<file path="config.mk">
export PLATFORM = sky130hd
export DESIGN_NAME = source_text_tokenizer_core_flat
export DESIGN_NICKNAME = d
export VERILOG_FILES = /design/src/rtl/stt_pkg.sv /design/src/rtl/stt_if.sv /design/src/rtl/stt_front.sv /design/src/rtl/stt_back.sv /design/src/rtl/source_text_tokenizer_core.sv /design/src/flat_wrapper.sv
export SDC_FILE = /design/constraint.sdc
export NUM_CORES = 2
export LEC_CHECK = 0
export ABC_AREA = 1
export BUFFER_PORTS_ARGS = -buffer_cell sky130_fd_sc_hd__buf_2
export CORE_MARGIN = 4
export CORE_UTILIZATION = 29
export CTS_BUF_LIST = sky130_fd_sc_hd__clkbuf_16
export CTS_CLUSTER_SIZE = 10
export DETAILED_ROUTE_END_ITERATION = 10
export PLACE_DENSITY = 0.52
export SYNTH_ARGS = -nofsm -noshare
export SYNTH_HDL_FRONTEND = slang
export SYNTH_SLANG_ARGS = --single-unit
export TNS_END_PERCENT = 10
</file>
<file path="constraint.sdc">
create_clock -name clk -period 29.4 [get_ports clk]
set_input_delay 2.94 -clock clk [delete_from_list [all_inputs] [get_ports clk]]
set_output_delay 2.94 -clock clk [all_outputs]
set_load 0.05 [all_outputs]
</file>
<file path="src/rtl/stt_pkg.sv">
// package: token kinds, scan states, result record and character helpers
`timescale 1ns / 1ps
package stt_pkg;

  localparam int OFF_W = 16;
  localparam int LEN_W = 17;
  localparam logic [30:0] INT_SAT = 31'h7FFFFFFF;
  localparam logic [3:0] FRAC_KEEP = 4'd9;

  typedef enum logic [3:0] {
    TK_SYMBOL    = 4'd0,
    TK_STRING    = 4'd1,
    TK_NUMBER    = 4'd2,
    TK_LITERAL   = 4'd3,
    TK_IDENT     = 4'd4,
    TK_NAMESPACE = 4'd5,
    TK_CMD       = 4'd6,
    TK_CMD_BLOCK = 4'd7,
    TK_ID        = 4'd8,
    TK_ID32      = 4'd9,
    TK_ID64      = 4'd10,
    TK_END       = 4'd11
  } token_kind_t;

  typedef enum logic [4:0] {
    S_IDLE, S_SLASH, S_SLASH2, S_SLSTAR, S_LINE, S_BLOCK, S_MINUS,
    S_MINUSDOT, S_PLUS, S_PLUSDOT, S_DOT, S_COLON, S_STR, S_IDENT,
    S_I, S_ID, S_ID3, S_ID32, S_ID6, S_ID64, S_LIT, S_INT, S_FRAC
  } scan_state_t;

  typedef struct packed {
    logic [3:0]       token_kind;
    logic [7:0]       symbol_char;
    logic [OFF_W-1:0] start_offset;
    logic [LEN_W-1:0] token_length;
    logic             is_negative;
    logic [30:0]      integer_part;
    logic [29:0]      fraction_part;
    logic [3:0]       fraction_digits;
    logic             last_of_run;
  } token_t;

  // classified byte travelling from front to back: up to three tokens
  typedef struct packed {
    logic [1:0] count;
    token_t     tok0;
    token_t     tok1;
    token_t     tok2;
  } run_t;

  function automatic logic is_digit(input logic [7:0] b);
    return b >= 8'h30 && b <= 8'h39;
  endfunction

  function automatic logic is_letter(input logic [7:0] b);
    return (b >= 8'h61 && b <= 8'h7A) || (b >= 8'h41 && b <= 8'h5A);
  endfunction

  function automatic logic is_space(input logic [7:0] b);
    return b == 8'h20 || b == 8'h09 || b == 8'h0B || b == 8'h0C ||
           b == 8'h0A || b == 8'h0D;
  endfunction

endpackage

</file>
<file path="src/rtl/stt_if.sv">
// valid/ready channel interfaces for text bytes, tokens and configuration
`timescale 1ns / 1ps
interface stt_byte_if;
  logic       valid;
  logic       ready;
  logic [7:0] text_byte;
  modport source (output valid, output text_byte, input ready);
  modport sink (input valid, input text_byte, output ready);
endinterface

interface stt_token_if;
  logic        valid;
  logic        ready;
  logic [3:0]  token_kind;
  logic [7:0]  symbol_char;
  logic [15:0] start_offset;
  logic [16:0] token_length;
  logic        is_negative;
  logic [30:0] integer_part;
  logic [29:0] fraction_part;
  logic [3:0]  fraction_digits;
  logic        last_of_run;
  modport source (output valid, output token_kind, output symbol_char,
    output start_offset, output token_length, output is_negative,
    output integer_part, output fraction_part, output fraction_digits,
    output last_of_run, input ready);
  modport sink (input valid, input token_kind, input symbol_char,
    input start_offset, input token_length, input is_negative,
    input integer_part, input fraction_part, input fraction_digits,
    input last_of_run, output ready);
endinterface

interface stt_cfg_if;
  logic valid;
  logic ready;
  logic data;
  modport source (output valid, output data, input ready);
  modport sink (input valid, input data, output ready);
endinterface

</file>
<file path="src/rtl/stt_front.sv">
// front: scanner state machine, one byte per cycle while the queue is ready, builds the token run
`timescale 1ns / 1ps
module stt_front (
  input  logic           clk,
  input  logic           rst,
  input  logic           verbatim_mode,
  input  logic           in_valid,
  input  logic [7:0]     in_byte,
  output logic           in_ready,
  input  logic           q_ready,
  output logic           q_push,
  output stt_pkg::run_t  q_data
);
  import stt_pkg::*;

  scan_state_t     state, state_next;
  logic [OFF_W-1:0] byte_offset, byte_offset_next;
  logic [OFF_W-1:0] token_start, token_start_next;
  logic             escape_pending, escape_next;
  logic             number_sign, sign_next;
  logic [30:0]      int_acc, int_next;
  logic [29:0]      frac_acc, frac_next;
  logic [3:0]       frac_cnt, cnt_next;
  logic             ended;
  run_t             run;

  logic [34:0] int_mul;
  logic [34:0] int_sum;
  logic [29:0] frac_step;

  assign in_ready = q_ready;
  assign q_push   = in_valid && in_ready;
  assign q_data   = run;

  // one multiply-add per digit with saturation
  assign int_mul   = {1'b0, int_acc, 3'b000} + {3'b000, int_acc, 1'b0};
  assign int_sum   = int_mul + {31'd0, in_byte[3:0]};
  assign frac_step = {frac_acc[26:0], 3'b000} + {frac_acc[28:0], 1'b0}
                     + {26'd0, in_byte[3:0]};

  // next state and emitted tokens
  always_comb begin
    token_t t;
    logic   go;
    logic   done;
    logic   frac_d;
    scan_state_t st;
    int_next        = int_acc;
    frac_next       = frac_acc;
    cnt_next        = frac_cnt;
    sign_next       = number_sign;
    escape_next     = escape_pending;
    token_start_next = token_start;
    state_next      = state;
    ended           = 1'b0;
    run             = '0;
    st              = state;
    go              = 1'b1;
    frac_d          = 1'b0;
    for (int pass = 0; pass < 3; pass++) begin
      done = 1'b0;
      t = '0;
      t.start_offset = token_start_next;
      if (go) begin
        go = 1'b0;
        unique case (st)
          S_IDLE: begin
            token_start_next = byte_offset;
            sign_next = 1'b0;
            int_next = '0;
            frac_next = '0;
            cnt_next = '0;
            escape_next = 1'b0;
            t.start_offset = byte_offset;
            if (in_byte == 8'h00) begin
              t.token_kind = TK_END; t.token_length = 17'd1; done = 1'b1;
              ended = 1'b1;
            end else if (is_space(in_byte)) begin
            end else if (in_byte == 8'h2F) st = S_SLASH;
            else if (in_byte == 8'h2D) st = S_MINUS;
            else if (in_byte == 8'h22) begin
              token_start_next = byte_offset + OFF_W'(1); st = S_STR;
            end else if (in_byte == 8'h49) st = S_I;
            else if (in_byte == 8'h3A) st = S_COLON;
            else if (is_letter(in_byte) || in_byte == 8'h5F) st = S_IDENT;
            else if (is_digit(in_byte)) begin
              if (verbatim_mode) st = S_LIT;
              else begin int_next = {27'd0, in_byte[3:0]}; st = S_INT; end
            end else if (!verbatim_mode && in_byte == 8'h2B) st = S_PLUS;
            else if (!verbatim_mode && in_byte == 8'h2E) st = S_DOT;
            else begin
              t.symbol_char = in_byte; t.token_length = 17'd1; done = 1'b1;
            end
          end
          S_SLASH: begin
            if (in_byte == 8'h2F) st = S_SLASH2;
            else if (in_byte == 8'h2A) st = S_SLSTAR;
            else begin
              t.symbol_char = 8'h2F; t.token_length = 17'd1; done = 1'b1;
              st = S_IDLE; go = 1'b1;
            end
          end
          S_SLASH2: begin
            if (in_byte == 8'h21) begin
              t.token_kind = TK_CMD; t.token_length = 17'd3; done = 1'b1;
              st = S_IDLE;
            end else begin st = S_LINE; go = 1'b1; end
          end
          S_SLSTAR: begin
            if (in_byte == 8'h21) begin
              t.token_kind = TK_CMD_BLOCK; t.token_length = 17'd3; done = 1'b1;
              st = S_IDLE;
            end else begin escape_next = 1'b0; st = S_BLOCK; go = 1'b1; end
          end
          S_LINE: begin
            if (in_byte == 8'h00) begin st = S_IDLE; go = 1'b1; end
            else if (in_byte == 8'h0A || in_byte == 8'h0D) st = S_IDLE;
          end
          S_BLOCK: begin
            if (in_byte == 8'h00) begin st = S_IDLE; go = 1'b1; end
            else if (escape_next && in_byte == 8'h2F) begin
              escape_next = 1'b0; st = S_IDLE;
            end else escape_next = (in_byte == 8'h2A);
          end
          S_MINUS: begin
            if (in_byte == 8'h2D) st = S_LINE;
            else if (!verbatim_mode && is_digit(in_byte)) begin
              sign_next = 1'b1; int_next = {27'd0, in_byte[3:0]}; st = S_INT;
            end else if (!verbatim_mode && in_byte == 8'h2E) begin
              sign_next = 1'b1; st = S_MINUSDOT;
            end else begin
              t.symbol_char = 8'h2D; t.token_length = 17'd1; done = 1'b1;
              st = S_IDLE; go = 1'b1;
            end
          end
          S_PLUS: begin
            if (is_digit(in_byte)) begin
              int_next = {27'd0, in_byte[3:0]}; st = S_INT;
            end else if (in_byte == 8'h2E) st = S_PLUSDOT;
            else begin
              t.symbol_char = 8'h2B; t.token_length = 17'd1; done = 1'b1;
              st = S_IDLE; go = 1'b1;
            end
          end
          S_MINUSDOT, S_PLUSDOT: begin
            if (is_digit(in_byte)) begin frac_d = 1'b1; st = S_FRAC; end
            else begin
              sign_next = 1'b0;
              t.symbol_char = (st == S_MINUSDOT) ? 8'h2D : 8'h2B;
              t.token_length = 17'd1; done = 1'b1;
              token_start_next = byte_offset - OFF_W'(1);
              st = S_DOT; go = 1'b1;
            end
          end
          S_DOT: begin
            if (is_digit(in_byte)) begin frac_d = 1'b1; st = S_FRAC; end
            else begin
              t.symbol_char = 8'h2E; t.token_length = 17'd1; done = 1'b1;
              st = S_IDLE; go = 1'b1;
            end
          end
          S_COLON: begin
            if (in_byte == 8'h3A) begin
              t.token_kind = TK_NAMESPACE; t.token_length = 17'd2; done = 1'b1;
              st = S_IDLE;
            end else begin
              t.symbol_char = 8'h3A; t.token_length = 17'd1; done = 1'b1;
              st = S_IDLE; go = 1'b1;
            end
          end
          S_STR: begin
            t.token_kind = TK_STRING;
            t.token_length = {1'b0, byte_offset - token_start_next};
            if (in_byte == 8'h00) begin done = 1'b1; st = S_IDLE; go = 1'b1; end
            else if (escape_next) escape_next = 1'b0;
            else if (in_byte == 8'h5C) escape_next = 1'b1;
            else if (in_byte == 8'h22) begin done = 1'b1; st = S_IDLE; end
          end
          S_I: begin
            if (in_byte == 8'h44) st = S_ID;
            else begin st = S_IDENT; go = 1'b1; end
          end
          S_ID: begin
            if (in_byte == 8'h28) begin
              t.token_kind = TK_ID; t.token_length = 17'd3; done = 1'b1;
              st = S_IDLE;
            end else if (in_byte == 8'h33) st = S_ID3;
            else if (in_byte == 8'h36) st = S_ID6;
            else begin st = S_IDENT; go = 1'b1; end
          end
          S_ID3: begin
            if (in_byte == 8'h32) st = S_ID32;
            else begin st = S_IDENT; go = 1'b1; end
          end
          S_ID6: begin
            if (in_byte == 8'h34) st = S_ID64;
            else begin st = S_IDENT; go = 1'b1; end
          end
          S_ID32, S_ID64: begin
            if (in_byte == 8'h28) begin
              t.token_kind = (st == S_ID32) ? TK_ID32 : TK_ID64;
              t.token_length = 17'd5; done = 1'b1; st = S_IDLE;
            end else begin st = S_IDENT; go = 1'b1; end
          end
          S_IDENT: begin
            if (!(is_letter(in_byte) || is_digit(in_byte) || in_byte == 8'h5F)) begin
              t.token_kind = TK_IDENT;
              t.token_length = {1'b0, byte_offset - token_start_next};
              done = 1'b1; st = S_IDLE; go = 1'b1;
            end
          end
          S_LIT: begin
            if (!is_digit(in_byte)) begin
              t.token_kind = TK_LITERAL;
              t.token_length = {1'b0, byte_offset - token_start_next};
              done = 1'b1; st = S_IDLE; go = 1'b1;
            end
          end
          S_INT, S_FRAC: begin
            if (is_digit(in_byte)) begin
              if (st == S_INT) int_next = (int_sum > {4'd0, INT_SAT}) ? INT_SAT
                                                                      : int_sum[30:0];
              else frac_d = 1'b1;
            end else if (st == S_INT && in_byte == 8'h2E) st = S_FRAC;
            else begin
              t.token_kind = TK_NUMBER;
              t.token_length = {1'b0, byte_offset - token_start_next};
              t.is_negative = sign_next;
              t.integer_part = int_next;
              t.fraction_part = frac_next;
              t.fraction_digits = cnt_next;
              done = 1'b1; st = S_IDLE; go = 1'b1;
            end
          end
          default: st = S_IDLE;
        endcase
        if (done) begin
          case (run.count)
            2'd0: run.tok0 = t;
            2'd1: run.tok1 = t;
            default: run.tok2 = t;
          endcase
          if (run.count != 2'd3) run.count = run.count + 2'd1;
        end
      end
    end
    // fraction digit, kept while under the cap
    if (frac_d && frac_cnt < FRAC_KEEP) begin
      frac_next = frac_step;
      cnt_next  = frac_cnt + 4'd1;
    end
    state_next = st;
    case (run.count)
      2'd1: run.tok0.last_of_run = 1'b1;
      2'd2: run.tok1.last_of_run = 1'b1;
      2'd3: run.tok2.last_of_run = 1'b1;
      default: ;
    endcase
    byte_offset_next = ended ? '0 : byte_offset + OFF_W'(1);
  end

  // scanner registers
  always_ff @(posedge clk) begin
    if (rst) begin
      state <= S_IDLE;
      byte_offset <= '0;
      token_start <= '0;
      escape_pending <= 1'b0;
      number_sign <= 1'b0;
      int_acc <= '0;
      frac_acc <= '0;
      frac_cnt <= '0;
    end else if (q_push) begin
      state <= state_next;
      byte_offset <= byte_offset_next;
      token_start <= token_start_next;
      escape_pending <= escape_next;
      number_sign <= sign_next;
      int_acc <= int_next;
      frac_acc <= frac_next;
      frac_cnt <= cnt_next;
    end
  end

  ap_frac_cap: assert property (@(posedge clk) disable iff (rst)
    frac_cnt <= FRAC_KEEP) else $error("fraction count past cap");
  ap_int_sat: assert property (@(posedge clk) disable iff (rst)
    int_acc <= INT_SAT) else $error("integer accumulator overflow");
  ap_hold: assert property (@(posedge clk) disable iff (rst)
    !$past(q_push) |-> $stable(byte_offset)) else $error("offset moved without beat");
endmodule

</file>
<file path="src/rtl/stt_back.sv">
// back: two-entry run queue and token serializer with output register
`timescale 1ns / 1ps
module stt_back (
  input  logic            clk,
  input  logic            rst,
  input  logic            q_push,
  input  stt_pkg::run_t   q_data,
  output logic            q_ready,
  output logic            busy,
  output logic            out_valid,
  input  logic            out_ready,
  output stt_pkg::token_t out_tok
);
  import stt_pkg::*;

  run_t       fifo [2];
  logic       wr_ptr, rd_ptr;
  logic [1:0] fill;
  logic [1:0] sub;
  logic       head_valid;
  logic       pop;
  logic       take;
  token_t     head_tok;
  run_t       head;

  assign head       = fifo[rd_ptr];
  assign head_valid = fill != 2'd0;
  assign q_ready    = fill != 2'd2;
  assign busy       = head_valid || out_valid;

  // pick the current token of the head run
  always_comb begin
    case (sub)
      2'd0:    head_tok = head.tok0;
      2'd1:    head_tok = head.tok1;
      default: head_tok = head.tok2;
    endcase
  end

  // a run with no tokens drops straight out; otherwise load the output register
  assign take = head_valid && head.count != 2'd0 && (!out_valid || out_ready);
  assign pop  = head_valid && (head.count == 2'd0 ||
                (take && ({1'b0, sub} + 3'd1 == {1'b0, head.count})));

  always_ff @(posedge clk) begin
    if (q_push) fifo[wr_ptr] <= q_data;
    if (take) out_tok <= head_tok;
  end

  always_ff @(posedge clk) begin
    if (rst) begin
      wr_ptr <= 1'b0;
      rd_ptr <= 1'b0;
      fill <= '0;
      sub <= '0;
      out_valid <= 1'b0;
    end else begin
      if (q_push) wr_ptr <= ~wr_ptr;
      if (pop) rd_ptr <= ~rd_ptr;
      fill <= fill + {1'b0, q_push} - {1'b0, pop};
      if (pop) sub <= '0;
      else if (take) sub <= sub + 2'd1;
      if (take) out_valid <= 1'b1;
      else if (out_ready) out_valid <= 1'b0;
    end
  end

  ap_fill: assert property (@(posedge clk) disable iff (rst)
    fill <= 2'd2) else $error("queue overfilled");
  ap_sub: assert property (@(posedge clk) disable iff (rst)
    head_valid && head.count != 2'd0 |-> {1'b0, sub} < {1'b0, head.count})
    else $error("token index past run");
  ap_last: assert property (@(posedge clk) disable iff (rst)
    pop && take |=> out_tok.last_of_run) else $error("run closed without last mark");
endmodule

</file>
<file path="src/rtl/source_text_tokenizer_core.sv">
// top level: streaming source text tokenizer
//   channel  dir  beat
//   text     in   text_byte
//   tokens   out  one token record, last_of_run on the final one of a byte
//   cfg      in   verbatim_mode
// One byte accepted per cycle while the two-run queue has room; each byte
// yields zero to three tokens, sent one per cycle while tokens.ready holds,
// from a registered output fed by the run queue. Reset (rst, synchronous)
// clears the scanner to idle, offset zero, and empties the queue.
// cfg is taken only when the queue and output register are empty.
`timescale 1ns / 1ps
module source_text_tokenizer_core (
  input logic clk,
  input logic rst,
  stt_byte_if.sink    text,
  stt_token_if.source tokens,
  stt_cfg_if.sink     cfg
);
  import stt_pkg::*;

  logic   verbatim_mode;
  logic   q_ready, q_push, busy;
  run_t   q_data;
  token_t out_tok;

  // configuration register
  assign cfg.ready = !busy;
  always_ff @(posedge clk) begin
    if (rst) verbatim_mode <= 1'b0;
    else if (cfg.valid && cfg.ready) verbatim_mode <= cfg.data;
  end

  stt_front u_front (
    .clk, .rst, .verbatim_mode,
    .in_valid(text.valid), .in_byte(text.text_byte), .in_ready(text.ready),
    .q_ready, .q_push, .q_data
  );

  stt_back u_back (
    .clk, .rst, .q_push, .q_data, .q_ready, .busy,
    .out_valid(tokens.valid), .out_ready(tokens.ready), .out_tok
  );

  assign tokens.token_kind      = out_tok.token_kind;
  assign tokens.symbol_char     = out_tok.symbol_char;
  assign tokens.start_offset    = out_tok.start_offset;
  assign tokens.token_length    = out_tok.token_length;
  assign tokens.is_negative     = out_tok.is_negative;
  assign tokens.integer_part    = out_tok.integer_part;
  assign tokens.fraction_part   = out_tok.fraction_part;
  assign tokens.fraction_digits = out_tok.fraction_digits;
  assign tokens.last_of_run     = out_tok.last_of_run;
endmodule
</file>
<file path="src/flat_wrapper.sv">
// flat-port wrapper written by rule: the top's interface ports become plain ports
module source_text_tokenizer_core_flat import stt_pkg::*;
  (clk, rst, text_valid, text_text_byte, text_ready, tokens_valid, tokens_token_kind, tokens_symbol_char, tokens_start_offset, tokens_token_length, tokens_is_negative, tokens_integer_part, tokens_fraction_part, tokens_fraction_digits, tokens_last_of_run, tokens_ready, cfg_valid, cfg_data, cfg_ready);
  stt_byte_if text_i ();
  stt_token_if tokens_i ();
  stt_cfg_if cfg_i ();
  input logic clk;
  input logic rst;
  input wire logic [$bits(text_i.valid)-1:0] text_valid;
  input wire logic [$bits(text_i.text_byte)-1:0] text_text_byte;
  output wire logic [$bits(text_i.ready)-1:0] text_ready;
  output wire logic [$bits(tokens_i.valid)-1:0] tokens_valid;
  output wire logic [$bits(tokens_i.token_kind)-1:0] tokens_token_kind;
  output wire logic [$bits(tokens_i.symbol_char)-1:0] tokens_symbol_char;
  output wire logic [$bits(tokens_i.start_offset)-1:0] tokens_start_offset;
  output wire logic [$bits(tokens_i.token_length)-1:0] tokens_token_length;
  output wire logic [$bits(tokens_i.is_negative)-1:0] tokens_is_negative;
  output wire logic [$bits(tokens_i.integer_part)-1:0] tokens_integer_part;
  output wire logic [$bits(tokens_i.fraction_part)-1:0] tokens_fraction_part;
  output wire logic [$bits(tokens_i.fraction_digits)-1:0] tokens_fraction_digits;
  output wire logic [$bits(tokens_i.last_of_run)-1:0] tokens_last_of_run;
  input wire logic [$bits(tokens_i.ready)-1:0] tokens_ready;
  input wire logic [$bits(cfg_i.valid)-1:0] cfg_valid;
  input wire logic [$bits(cfg_i.data)-1:0] cfg_data;
  output wire logic [$bits(cfg_i.ready)-1:0] cfg_ready;
  assign text_i.valid = text_valid;
  assign text_i.text_byte = text_text_byte;
  assign text_ready = text_i.ready;
  assign tokens_valid = tokens_i.valid;
  assign tokens_token_kind = tokens_i.token_kind;
  assign tokens_symbol_char = tokens_i.symbol_char;
  assign tokens_start_offset = tokens_i.start_offset;
  assign tokens_token_length = tokens_i.token_length;
  assign tokens_is_negative = tokens_i.is_negative;
  assign tokens_integer_part = tokens_i.integer_part;
  assign tokens_fraction_part = tokens_i.fraction_part;
  assign tokens_fraction_digits = tokens_i.fraction_digits;
  assign tokens_last_of_run = tokens_i.last_of_run;
  assign tokens_i.ready = tokens_ready;
  assign cfg_i.valid = cfg_valid;
  assign cfg_i.data = cfg_data;
  assign cfg_ready = cfg_i.ready;
  source_text_tokenizer_core u_core (.clk(clk), .rst(rst), .text(text_i), .tokens(tokens_i), .cfg(cfg_i));
endmodule
</file>
==> results.md <==
* DRT Pass-1 Iters at 7
* Internal at 3.12 mW
* DP Wirelength at around 87,000 um
* Status: finished, final reports clean
* Post-cts sizing count at 0
* Yosys reg bits at between 800 and 900
* Post-synth EDFFs at between 700 and 800
* DIE AREA at 0.161 mm2
* Required time of the worst setup path at 30.00 ns
* Clock insertion delay at the later pin of the skew report at 0.73 ns
* Post-synth top area cell: edfxtp_1
* Fmax at between 0.1 and 0.15 GHz
* TritonCTS Sinks at 894
* Iteration-0 DRC Markers at 2,870
* Syn Area/Cell at ~10 um2
* Mapped Cells at ~4,500
* GP Congestion at 0.937
* Via/cell ratio at 4.91
* P per Cell Area at 112 mW/mm2
* Max-cap viol count at 0
* Yosys warnings at 0
* Slew headroom at between 20% and 30%
* Clock share of power at 19.8%
* Row count at 144
* Slew Viols, Final at 0
* Core ar. at 0.154 mm2
* DRC Markers at 0
* Max Fanout on Critical Path at 57
* Post-CTS Setup Repair Bufs at 0
* Die X at 402 um
* Clk root buf: clkbuf_16
* Crit Path Class: input pin to flop
* Port bufs at 127
* Register share of total power at 31.8%
* Antenna violations before repair at 8
* Final Hold Fails at 0
* CTS tree: done
* RSZ-0062 raised after global routing: false
* Antenna viol nets, final at 0
* Netlist area before placement at 0.0450 mm2
* Data arrival time of the worst path at between 9 and 10 ns
* Hold Buf Count CTS at 0
* Pin count of the biggest net entering global routing at between 100 and 150
* Hold WC Path Type: flop to flop
* Final wirelength at approximately 130,000 um
* Final Critical Period at 8.91 ns
* Synth async-reset ratio at 0%
* Die height at 402 um
* Setup_tns at 0 ns
* Synth Flop Type: edfxtp_1
* Sw frac at 46.6%
* Aggregate global-route resource usage at 16.1%
* Combinational group share of total power at 48.4%
* Initial Util at 29.2%
* CP endpoint kind: flop
* Clock Pin Slew Worst Setup and Hold Paths at 0.06 ns
* Synth top area cells: edfxtp_1 (52%), o21ai_0 (6.7%), nand2_1 (5.2%), dfxtp_1 (5.0%), nor2_1 (4.5%)
* Worst-Margin Slew at 1.11 ns
* Synth unique cells at a little under 70
* Peak supply drop at 0.0000926 V
* Vias in the first global route at 32,900
* H-tree depth at 3
* Final period util at 30.3%
* DR WL/cell at 19.0 um
* Cts bufs inserted at 102
* Via count at 34,300
* Leakage at 20.0 nW
* Layout area overhead at 15.4%
* Final core utilization at 33.7%
* Cell with the most instances after synthesis: edfxtp_1
* Max clock buf depth at 3
* Grt ovf at 0
* # nets final at 5,049
* # setup viols final at 0
* Share of cells above drive strength 1 at between 8 and 9%
* Final hold slack at 0.447 ns
* Yosys top cell area share at 52.2%
* Most frequent cells after synthesis: edfxtp_1 (781), nand2_1 (626), o21ai_0 (598), nor2_1 (543), inv_1 (320)
* Register area share after synthesis at 57.2%
* Switching Power at 2.72 mW
* First-pass GRT wire length at 205,000 um
* Element type at the critical path start: input pin
* Final Skew at 0.0307 ns
* I/O pins at 129
-- sequential cells by signal, indices dropped and copies added, names as in the netlist, named ones only --
signal / flops
u_core.u_front.number_sign: 1
u_core.verbatim_mode: 1
u_core.u_back.out_tok: 111
u_core.u_back.fifo: 670
u_core.u_back.wr_ptr: 1
u_core.u_back.out_valid: 1
u_core.u_back.fill: 2
u_core.u_back.sub: 2
u_core.u_front.int_acc: 31
u_core.u_back.rd_ptr: 1
u_core.u_front.state: 5
u_core.u_front.frac_cnt: 4
u_core.u_front.frac_acc: 30
u_core.u_front.token_start: 16
u_core.u_front.byte_offset: 16
u_core.u_front.escape_pending: 1
-- per-layer routing --
layer  global-route usage [%]  vias to the layer above  share of wire, %  wire length, um
met5                        0                        -            0.0098               13
met4                     5.03                        2               2.8             3730
met3                     2.65                      222               6.1             8110
met2                     25.1                     1002                45            59500
met1                     22.8                    16500                46            61700
li1                         -                    16500                 -                -
-- cells in the final DEF, fill, tap and decap left out, types with 9 or more instances in the layout --
cell type / Yosys / final
a211oi_1: 32 / 32
a21boi_0: 10 / 10
a21oi_1: 198 / 198
a221oi_1: 21 / 21
a31oi_1: 65 / 65
buf_2: 25 / 127
buf_4: 1 / 49
clkbuf_16: 0 / 102
conb_1: 1 / 329
dfxtp_1: 113 / 112
edfxtp_1: 781 / 781
ha_1: 155 / 153
inv_1: 320 / 374
inv_2: 27 / 28
nand2_1: 626 / 623
nand2_2: 20 / 22
nand3_1: 139 / 138
nand4_1: 37 / 37
nor2_1: 543 / 534
nor2_2: 10 / 16
nor2_4: 11 / 14
nor3_1: 38 / 38
o2111ai_1: 9 / 9
o211ai_1: 31 / 31
o21a_1: 118 / 118
o21ai_0: 598 / 598
o21ai_1: 34 / 34
o21ai_2: 16 / 16
o221ai_1: 116 / 116
or2_2: 17 / 17
xnor2_1: 28 / 28
xor2_1: 56 / 56
-- logic make-up (layout without fill, tap and decap cells) --
group | Yosys count | after routing | synth area share (%)
compound gates | 1299 | 1299 | 17.4
buf+inv | 598 | 703 | 5.22
flops | 894 | 894 | 57.2
fa+ha+maj | 161 | 161 | 4.58
other cells | 1 | 332 | 0.00834
xor+xnor | 84 | 84 | 1.64
mux | 2 | 2 | 0.0445
simple gates | 1473 | 1473 | 13.9
-- cell type report --
type                       count  area (um2)
clock buffer                 102        2550
clock inverter                73         449
antenna                        3        7.51
fill                       15700      102000
inverter                     350        1330
multi-input combinational   3348       18200
tap                         2044        2560
timing repair buffer         178        1040
sequential                   894       25700
-- worst max-delay path, stage by stage --
cell and delay (ns):
buf_2 0.12, inv_1 0.09, nand2_1 0.14, nor2_4 0.29, nand3_4 0.61, inv_2 0.77, nand2_1 0.20, a22oi_1 0.22
nor2_1 0.08, nand2_2 0.20, nor2_2 0.11, nand2_1 0.50, nor2_1 0.22, nor4_1 0.29, nand3_1 0.12, nand2_2 0.08
buf_4 0.68, nand3_1 0.52, nand2_1 0.44, o21ai_1 0.41, a2111oi_0 0.43
-- power groups by stage --
stage / registers [mW] / clock network (mW) / logic (mW)
detailed placement: 1.89 / 0 / 2.81
CTS: 1.86 / 1.20 / 2.83
global placement: 1.88 / 0 / 2.82
floorplan: 2.21 / 0 / 1.64
finish: 1.86 / 1.16 / 2.82
global route: 1.88 / 1.25 / 3.10
-- per-stage QoR --
stage	area (um2)	setup slack, ns	power (mW)	cells
floorplan	46200	10.91	3.85	4840
global placement	48900	20.12	4.70	6814
detailed placement	48900	19.85	4.70	6814
CTS	51900	20.66	5.88	6989
global route	51900	20.10	6.22	6989
finish	51900	20.49	5.83	6992
-- final timing paths --
path | start | endpoint | slack [ns] | cells after the start
worst max register to register | u_core.u_front.state[4]$_SDFFE_PP0P_ | u_core.u_front.byte_offset[8]$_SDFFE_PP0P_ | 22.80 | 19
worst min register to register | u_core.u_back.rd_ptr$_SDFFE_PP0P_ | flop | 0.45 | 1
worst min-delay path | u_core.u_back.rd_ptr$_SDFFE_PP0P_ | flop | 0.45 | 1
worst max-delay path | text_text_byte[6] | u_core.u_front.byte_offset[8]$_SDFFE_PP0P_ | 20.49 | 21
Note: power is estimated with default switching activity, not from simulation.
